**src/rtl/efb_pkg.sv**
```systemverilog
`timescale 1ns / 1ps
`default_nettype none

package efb_pkg;

	localparam int BYTE_W     = 8;
	localparam int MAC_W      = 48;
	localparam int ETYPE_W    = 16;
	localparam int CRC_W      = 32;
	localparam int CFG_ADDR_W = 2;
	localparam int CFG_DATA_W = MAC_W;

	// header: 6 destination, 6 source, 2 type bytes
	localparam int HDR_LEN   = 14;
	localparam int HDR_IDX_W = 4;
	localparam int FCS_LEN   = 4;
	localparam int FCS_IDX_W = 2;

	localparam logic [CRC_W-1:0]   CRC_INIT = 32'hFFFF_FFFF;
	localparam logic [CRC_W-1:0]   CRC_POLY = 32'hEDB8_8320;
	localparam logic [MAC_W-1:0]   DEST_MAC_RST   = 48'd67969075013940;
	localparam logic [MAC_W-1:0]   SOURCE_MAC_RST = 48'd57313195796797;
	localparam logic [ETYPE_W-1:0] ETHER_TYPE_RST = 16'h0800;

	typedef enum logic [CFG_ADDR_W-1:0] {
		REG_DEST_MAC   = 2'd0,
		REG_SOURCE_MAC = 2'd1,
		REG_ETHER_TYPE = 2'd2
	} cfg_reg_t;

	typedef struct packed {
		logic              update;
		logic              clear;
		logic [BYTE_W-1:0] data;
	} crc_ctl_t;

	// reflected crc-32, one byte folded in
	function automatic logic [CRC_W-1:0] crc_byte(input logic [CRC_W-1:0] crc_in,
		input logic [BYTE_W-1:0] b);
		logic [CRC_W-1:0] c;
		c = crc_in ^ {{(CRC_W-BYTE_W){1'b0}}, b};
		for (int k = 0; k < BYTE_W; k++) begin
			c = c[0] ? ((c >> 1) ^ CRC_POLY) : (c >> 1);
		end
		return c;
	endfunction

endpackage

`default_nettype wire

```
**src/rtl/efb_if.sv**
```systemverilog
`timescale 1ns / 1ps
`default_nettype none

// payload byte channel
interface efb_in_if import efb_pkg::*; ();
	logic              valid;
	logic              ready;
	logic [BYTE_W-1:0] payload_byte;
	logic              last_byte;

	modport source(output valid, output payload_byte, output last_byte, input ready);
	modport sink(input valid, input payload_byte, input last_byte, output ready);
endinterface

// frame byte channel
interface efb_out_if import efb_pkg::*; ();
	logic              valid;
	logic              ready;
	logic [BYTE_W-1:0] frame_byte;
	logic              frame_end;

	modport source(output valid, output frame_byte, output frame_end, input ready);
	modport sink(input valid, input frame_byte, input frame_end, output ready);
endinterface

// register write channel
interface efb_cfg_if import efb_pkg::*; ();
	logic                  valid;
	logic                  ready;
	logic [CFG_ADDR_W-1:0] addr;
	logic [CFG_DATA_W-1:0] data;

	modport source(output valid, output addr, output data, input ready);
	modport sink(input valid, input addr, input data, output ready);
endinterface

`default_nettype wire

```
**src/rtl/eth_frame_builder_crc32.sv**
```systemverilog
`timescale 1ns / 1ps
`default_nettype none

// channel     dir   payload                      notes
// payload_ch  in    payload_byte[7:0], last_byte  one request per payload byte
// frame_ch    out   frame_byte[7:0], frame_end    header, payload, fcs bytes
// cfg         in    addr[1:0], data[47:0]         register writes, always ready
//
// one frame byte leaves per cycle while frame_ch is ready, from a registered output stage.
// the first payload byte of a frame goes out behind the 14 header bytes, and the
// last payload byte is followed by the 4 fcs bytes.
// the one-byte crc update between the byte mux and the crc register sets the path.
// reset clears the input and output stages, the frame state and loads crc all ones.
// a stall on frame_ch holds the output byte and backs up into payload_ch.ready.

module eth_frame_builder_crc32 import efb_pkg::*; (
	input  wire logic clk,
	input  wire logic arst_n,
	efb_in_if.sink    payload_ch,
	efb_out_if.source frame_ch,
	efb_cfg_if.sink   cfg
);

	localparam logic [HDR_IDX_W-1:0] HDR_LAST = HDR_IDX_W'(HDR_LEN - 1);
	localparam logic [FCS_IDX_W-1:0] FCS_LAST = FCS_IDX_W'(FCS_LEN - 1);

	// configuration registers
	logic [MAC_W-1:0]   dest_mac_q;
	logic [MAC_W-1:0]   source_mac_q;
	logic [ETYPE_W-1:0] ether_type_q;

	// input stage
	logic              item_v_s1;
	logic [BYTE_W-1:0] item_byte_s1;
	logic              item_last_s1;

	// frame sequencing
	logic                 in_frame_q;
	logic [HDR_IDX_W-1:0] hdr_idx_q;
	logic                 fcs_act_q;
	logic [FCS_IDX_W-1:0] fcs_idx_q;

	// output stage
	logic              out_v_q;
	logic [BYTE_W-1:0] out_byte_q;
	logic              out_end_q;

	logic              can_emit;
	logic              emit_fcs;
	logic              emit_hdr;
	logic              emit_pay;
	logic [BYTE_W-1:0] hdr_byte;
	logic [BYTE_W-1:0] fcs_byte;
	logic [CRC_W-1:0]  crc;
	logic [CRC_W-1:0]  fcs_word;
	crc_ctl_t          crc_ctl;

	// register writes, unknown index ignored
	assign cfg.ready = 1'b1;

	always_ff @(posedge clk or negedge arst_n) begin
		if (!arst_n) begin
			dest_mac_q   <= DEST_MAC_RST;
			source_mac_q <= SOURCE_MAC_RST;
			ether_type_q <= ETHER_TYPE_RST;
		end else if (cfg.valid) begin
			case (cfg.addr)
				REG_DEST_MAC:   dest_mac_q   <= cfg.data;
				REG_SOURCE_MAC: source_mac_q <= cfg.data;
				REG_ETHER_TYPE: ether_type_q <= cfg.data[ETYPE_W-1:0];
				default: ;
			endcase
		end
	end

	// output slot is free or being drained this cycle
	assign can_emit = !out_v_q || frame_ch.ready;

	// fcs first, then header ahead of the first payload byte, then payload
	assign emit_fcs = can_emit && fcs_act_q;
	assign emit_hdr = can_emit && !fcs_act_q && item_v_s1 && !in_frame_q;
	assign emit_pay = can_emit && !fcs_act_q && item_v_s1 && in_frame_q;

	// input slot refills in the cycle its byte goes out
	assign payload_ch.ready = !item_v_s1 || emit_pay;

	always_ff @(posedge clk or negedge arst_n) begin
		if (!arst_n) begin
			item_v_s1 <= 1'b0;
		end else if (payload_ch.ready) begin
			item_v_s1 <= payload_ch.valid;
		end
	end

	always_ff @(posedge clk) begin
		if (payload_ch.ready && payload_ch.valid) begin
			item_byte_s1 <= payload_ch.payload_byte;
			item_last_s1 <= payload_ch.last_byte;
		end
	end

	// header byte by position: dest msb first, source msb first, type low first
	always_comb begin
		case (hdr_idx_q)
			4'd0:    hdr_byte = dest_mac_q[47:40];
			4'd1:    hdr_byte = dest_mac_q[39:32];
			4'd2:    hdr_byte = dest_mac_q[31:24];
			4'd3:    hdr_byte = dest_mac_q[23:16];
			4'd4:    hdr_byte = dest_mac_q[15:8];
			4'd5:    hdr_byte = dest_mac_q[7:0];
			4'd6:    hdr_byte = source_mac_q[47:40];
			4'd7:    hdr_byte = source_mac_q[39:32];
			4'd8:    hdr_byte = source_mac_q[31:24];
			4'd9:    hdr_byte = source_mac_q[23:16];
			4'd10:   hdr_byte = source_mac_q[15:8];
			4'd11:   hdr_byte = source_mac_q[7:0];
			4'd12:   hdr_byte = ether_type_q[7:0];
			4'd13:   hdr_byte = ether_type_q[15:8];
			default: hdr_byte = '0;
		endcase
	end

	// fcs is the inverted crc, low byte first
	assign fcs_word = ~crc;
	assign fcs_byte = fcs_word[BYTE_W*fcs_idx_q +: BYTE_W];

	// crc folds every header and payload byte, restarts after the last fcs byte
	always_comb begin
		crc_ctl.update = emit_hdr || emit_pay;
		crc_ctl.clear  = emit_fcs && (fcs_idx_q == FCS_LAST);
		crc_ctl.data   = emit_hdr ? hdr_byte : item_byte_s1;
	end

	efb_crc u_crc (
		.clk    (clk),
		.arst_n (arst_n),
		.ctl    (crc_ctl),
		.crc    (crc)
	);

	// frame sequencing
	always_ff @(posedge clk or negedge arst_n) begin
		if (!arst_n) begin
			in_frame_q <= 1'b0;
			hdr_idx_q  <= '0;
			fcs_act_q  <= 1'b0;
			fcs_idx_q  <= '0;
		end else begin
			if (emit_hdr) begin
				if (hdr_idx_q == HDR_LAST) begin
					hdr_idx_q  <= '0;
					in_frame_q <= 1'b1;
				end else begin
					hdr_idx_q <= hdr_idx_q + 1'b1;
				end
			end
			if (emit_pay && item_last_s1) begin
				fcs_act_q <= 1'b1;
				fcs_idx_q <= '0;
			end
			if (emit_fcs) begin
				fcs_idx_q <= fcs_idx_q + 1'b1;
				if (fcs_idx_q == FCS_LAST) begin
					fcs_act_q  <= 1'b0;
					in_frame_q <= 1'b0;
				end
			end
		end
	end

	// output register
	always_ff @(posedge clk or negedge arst_n) begin
		if (!arst_n) begin
			out_v_q <= 1'b0;
		end else if (can_emit) begin
			out_v_q <= emit_fcs || emit_hdr || emit_pay;
		end
	end

	always_ff @(posedge clk) begin
		if (emit_fcs) begin
			out_byte_q <= fcs_byte;
			out_end_q  <= (fcs_idx_q == FCS_LAST);
		end else if (emit_hdr) begin
			out_byte_q <= hdr_byte;
			out_end_q  <= 1'b0;
		end else if (emit_pay) begin
			out_byte_q <= item_byte_s1;
			out_end_q  <= 1'b0;
		end
	end

	assign frame_ch.valid      = out_v_q;
	assign frame_ch.frame_byte = out_byte_q;
	assign frame_ch.frame_end  = out_end_q;

endmodule

`default_nettype wire

```
**src/rtl/efb_crc.sv**
```systemverilog
`timescale 1ns / 1ps
`default_nettype none

module efb_crc import efb_pkg::*; (
	input  wire logic             clk,
	input  wire logic             arst_n,
	input  wire crc_ctl_t         ctl,
	output logic      [CRC_W-1:0] crc
);

	logic [CRC_W-1:0] crc_q;

	always_ff @(posedge clk or negedge arst_n) begin
		if (!arst_n) begin
			crc_q <= CRC_INIT;
		end else if (ctl.clear) begin
			crc_q <= CRC_INIT;
		end else if (ctl.update) begin
			crc_q <= crc_byte(crc_q, ctl.data);
		end
	end

	assign crc = crc_q;

endmodule

`default_nettype wire

```
**src/flat_wrapper.sv**
```systemverilog
// flat-port wrapper written by rule: the top's interface ports become plain ports
module eth_frame_builder_crc32_flat import efb_pkg::*;
  (clk, arst_n, payload_ch_valid, payload_ch_payload_byte, payload_ch_last_byte, payload_ch_ready, frame_ch_valid, frame_ch_frame_byte, frame_ch_frame_end, frame_ch_ready, cfg_valid, cfg_addr, cfg_data, cfg_ready);
  efb_in_if payload_ch_i ();
  efb_out_if frame_ch_i ();
  efb_cfg_if cfg_i ();
  input  wire logic clk;
  input  wire logic arst_n;
  input wire logic [$bits(payload_ch_i.valid)-1:0] payload_ch_valid;
  input wire logic [$bits(payload_ch_i.payload_byte)-1:0] payload_ch_payload_byte;
  input wire logic [$bits(payload_ch_i.last_byte)-1:0] payload_ch_last_byte;
  output wire logic [$bits(payload_ch_i.ready)-1:0] payload_ch_ready;
  output wire logic [$bits(frame_ch_i.valid)-1:0] frame_ch_valid;
  output wire logic [$bits(frame_ch_i.frame_byte)-1:0] frame_ch_frame_byte;
  output wire logic [$bits(frame_ch_i.frame_end)-1:0] frame_ch_frame_end;
  input wire logic [$bits(frame_ch_i.ready)-1:0] frame_ch_ready;
  input wire logic [$bits(cfg_i.valid)-1:0] cfg_valid;
  input wire logic [$bits(cfg_i.addr)-1:0] cfg_addr;
  input wire logic [$bits(cfg_i.data)-1:0] cfg_data;
  output wire logic [$bits(cfg_i.ready)-1:0] cfg_ready;
  assign payload_ch_i.valid = payload_ch_valid;
  assign payload_ch_i.payload_byte = payload_ch_payload_byte;
  assign payload_ch_i.last_byte = payload_ch_last_byte;
  assign payload_ch_ready = payload_ch_i.ready;
  assign frame_ch_valid = frame_ch_i.valid;
  assign frame_ch_frame_byte = frame_ch_i.frame_byte;
  assign frame_ch_frame_end = frame_ch_i.frame_end;
  assign frame_ch_i.ready = frame_ch_ready;
  assign cfg_i.valid = cfg_valid;
  assign cfg_i.addr = cfg_addr;
  assign cfg_i.data = cfg_data;
  assign cfg_ready = cfg_i.ready;
  eth_frame_builder_crc32 u_core (.clk(clk), .arst_n(arst_n), .payload_ch(payload_ch_i), .frame_ch(frame_ch_i), .cfg(cfg_i));
endmodule
```
**config.mk**
```make
export PLATFORM = sky130hd
export DESIGN_NAME = eth_frame_builder_crc32_flat
export DESIGN_NICKNAME = d
export VERILOG_FILES = /design/src/rtl/efb_pkg.sv /design/src/rtl/efb_if.sv /design/src/rtl/eth_frame_builder_crc32.sv /design/src/rtl/efb_crc.sv /design/src/flat_wrapper.sv
export SDC_FILE = /design/constraint.sdc
export NUM_CORES = 1
export LEC_CHECK = 0
export BUFFER_PORTS_ARGS = -buffer_cell sky130_fd_sc_hd__buf_2
export CELL_PAD_IN_SITES_DETAIL_PLACEMENT = 1
export CELL_PAD_IN_SITES_GLOBAL_PLACEMENT = 1
export CORE_MARGIN = 2
export CORE_UTILIZATION = 54
export CTS_CLUSTER_SIZE = 20
export DETAILED_ROUTE_END_ITERATION = 10
export PLACE_DENSITY_LB_ADDON = 0.1
export SYNTH_ARGS = -nofsm -noshare
export SYNTH_HDL_FRONTEND = slang
export SYNTH_SLANG_ARGS = --single-unit
```
**constraint.sdc**
```tcl
create_clock -name clk -period 7.71 [get_ports clk]
set_clock_uncertainty 0.2 [all_clocks]
set_input_delay 0.3855 -clock clk [delete_from_list [all_inputs] [get_ports clk]]
set_output_delay 0.3855 -clock clk [all_outputs]
set_load 0.01 [all_outputs]
```
==> results_dict.tcl <==
set metrics [dict create \
    status "completed" \
    powerDensity_mw_per_mm2 524 \
    firstDrtPassIters 5 \
    core_area_mm2 0.0166 \
    async_flop_share 0.895 \
    arrival_ns 4.33 \
    yosys_most_used_dff "dfrtp_1" \
    final_area_mm2 0.0106 \
    hold_slack_ns 0.00957 \
    root_buffer "clkbuf_16" \
    synth.area.top_cells "dfrtp_1, dfstp_2, mux2_2" \
    io_buffers 74 \
    startpoint_type "flip-flop" \
    rows 47 \
    synthCells 693 \
    dieArea_mm2 0.0181 \
    place_area_mm2 0.00966 \
    antenna_found_initial 0 \
    synth_seq_area_share 0.488 \
    grt_pass1_vias 6923 \
    max-vdd-ir-drop_v 0.000315 \
    start_util 0.554 \
    die_x_um 134 \
    area_delta_synth_final_pct 15.1 \
    fmax_mhz 240 \
    antenna_left 0 \
    cp_slowest_cell "dfrtp_1" \
    synth.top_cell.area_share 0.221 \
    max_stage_delay_ns 0.84 \
    synth_edf_count 18 \
    critPathMaxFanout 31 \
    setup_viol 0 \
    synth_most_common_cell "mux2_2" \
    place.gp.congestion 0.870 \
    wl_per_cell_um 24.3 \
    end_kind "flip-flop" \
    crit_type "reg -> reg" \
    clock_sinks 172 \
    final_cell_count_no_fill 1019 \
    die_h_um 134 \
    insertedDiodeCount 0 \
    drtIter0Drc 315 \
    setup_tns_ns 0 \
    yosys_warnings 0 \
    drive_above_1_share 0.436 \
    final-hold-violation-count 0 \
    dp.cells 952 \
    tritoncts "done" \
    clk_latency_ns 0.44 \
    clkTransAtPathRegs_ns 0.07 \
    critPathRequiredTime_ns 7.87 \
    crit_chain "buf_4 -> inv_1 -> a221oi_1 -> nor2_1 -> nor3_4 -> xnor2_2 -> xnor3_1 -> a21oi_1" \
    p_leak_nw 4.30 \
    avgSynthCellArea_um2 13.3 \
    totalWireLength_um 24800 \
    fin_util 0.638 \
    synth_common_cells "mux2_2, dfrtp_1, dfstp_2" \
    synthDistinctLibCells 81 \
    crit_buf_inv 2 \
    io_pins 76 \
    maxCapViolCount 0 \
    yosysTopAreaCell "dfrtp_1" \
    synth-seq-cells 172 \
    syn-num-nets 758 \
    postCtsSetupBuffers 0 \
    viasPerCell 6.06 \
    clk_path_buf_depth 2 \
    fill_cells 1656 \
    ctsResizeCount 0 \
    finalMaxSlewViolations 0 \
    rsz0062_at_grt "no" \
    period_minus_slack_ns 4.17 \
    overflow 0 \
    drc 0 \
    fin_nets 851 \
    timing.final.crit_share 0.541 \
    synthesis.area_mm2 0.00919 \
    worst_pin_slew_ns 1.09 \
    grt_max_degree 91 \
    vias 6175 \
    grt_pass1_wl_um 39600 \
    min_path_type "in -> reg" \
    dp_hpwl_um 16500 \
    cts-hold-fix-buffers 35 \
    track_usage 0.291 \
    cts-htree-levels 4 \
    cpLargestDelayFamily "compound AO/OA/AOI/OAI gates" \
    slew_headroom 0.274 \
    cts_made_buffers 17 \
]
-- area by class of cell --
cell class,count,area [um2],area share
Clock buffer,20,447,0.0422
Clock inverter,12,111,0.0105
Inverter,8,30.0,0.00284
Multi-Input combinational cell,468,4420,0.418
Sequential cell,172,4490,0.424
Tap cell,220,275,0.0260
Timing Repair Buffer,119,802,0.0759
-- path summary, 6_finish.rpt --
| kind | cells after the start | slack (ns) | from | end |
|---|---|---|---|---|
| setup reg to reg | 8 | 3.54 | u_core.hdr_idx_q[3] | u_core.u_crc.crc[27] |
| hold reg to reg | 1 | 0.31 | u_core.dest_mac_q[12] | u_core.dest_mac_q[12] |
| max in group asynchronous | 3 | 5.56 | arst_n | u_core.ether_type_q[10] |
| min in group asynchronous | 2 | 0.40 | arst_n | u_core.source_mac_q[38] |
| setup / recovery | 8 | 3.54 | u_core.hdr_idx_q[3] | u_core.u_crc.crc[27] |
| hold / removal | 2 | 0.01 | cfg_data[44] | u_core.source_mac_q[44] |
-- cell families (layout without fill, tap and decap cells) --
logic type / count (synthesis) / count (layout) / share of synthesized area
flops: 172 / 172 / 0.488
mux: 151 / 151 / 0.195
buf+inv: 53 / 159 / 0.0311
compound gates: 111 / 111 / 0.0862
simple gates: 145 / 145 / 0.0959
fa+ha+maj: 1 / 1 / 0.00136
other cells: 1 / 1 / 0.000408
xor+xnor: 59 / 59 / 0.102
-- flip-flops by register name, summed over array words and instances (netlist names) --
name / cells
u_core.dest_mac_q: 48
u_core.source_mac_q: 48
u_core.u_crc.crc: 32
u_core.ether_type_q: 16
u_core.frame_ch.frame_byte: 8
u_core.item_byte_s1: 8
u_core.hdr_idx_q: 4
u_core.fcs_idx_q: 2
u_core.fcs_act_q: 1
u_core.frame_ch.frame_end: 1
u_core.frame_ch.valid: 1
u_core.in_frame_q: 1
u_core.item_last_s1: 1
u_core.item_v_s1: 1
-- metal layers --
layer / share of wire / routed length (um) / vias to the layer above / GRT usage
met5: 0 / 0 / - / 0
met4: 0.017 / 423 / 0 / 0.0825
met3: 0.038 / 942 / 39 / 0.0533
met2: 0.50 / 12400 / 148 / 0.491
li1: - / - / 2759 / -
met1: 0.44 / 11000 / 3229 / 0.388
-- per-stage QoR --
stage,total power (W),setup slack (ns)
after floorplan,0.00401,4.55
after global placement,0.00453,3.69
after detailed placement,0.00467,3.58
after CTS,0.00555,3.60
after global routing,0.00583,3.37
final,0.00554,3.54
-- where the power goes --
part	switching, W	internal [W]	total [W]	leakage, nW
Clock	0.000377	0.000456	0.000832	0.268
Combinational	0.00148	0.00167	0.00315	2.14
Sequential	0.000264	0.00129	0.00156	1.90
Total	0.00212	0.00342	0.00554	4.30
-- cell usage in the layout, fill, tap and decap left out, types with 5 or more instances in the layout --
cell type,synthesis,routed
a21oi_1,40,40
a31oi_1,8,8
buf_2,12,73
buf_4,5,10
clkbuf_16,0,17
dfrtp_1,81,81
dfstp_2,73,73
dlygate4sd3_1,0,35
edfxtp_1,18,18
inv_1,7,7
mux2_2,122,122
mux2i_1,18,18
mux4_2,10,10
nand2_1,23,23
nand2b_1,7,7
nand3_1,17,17
nand3b_1,15,15
nor2_1,22,21
nor3_1,18,18
nor4bb_1,8,8
o21ai_0,12,12
or3b_2,5,5
xnor2_1,21,21
xnor3_1,15,15
xor2_1,7,7
xor3_1,5,5
No activity file was read; power rests on OpenSTA's default activity.
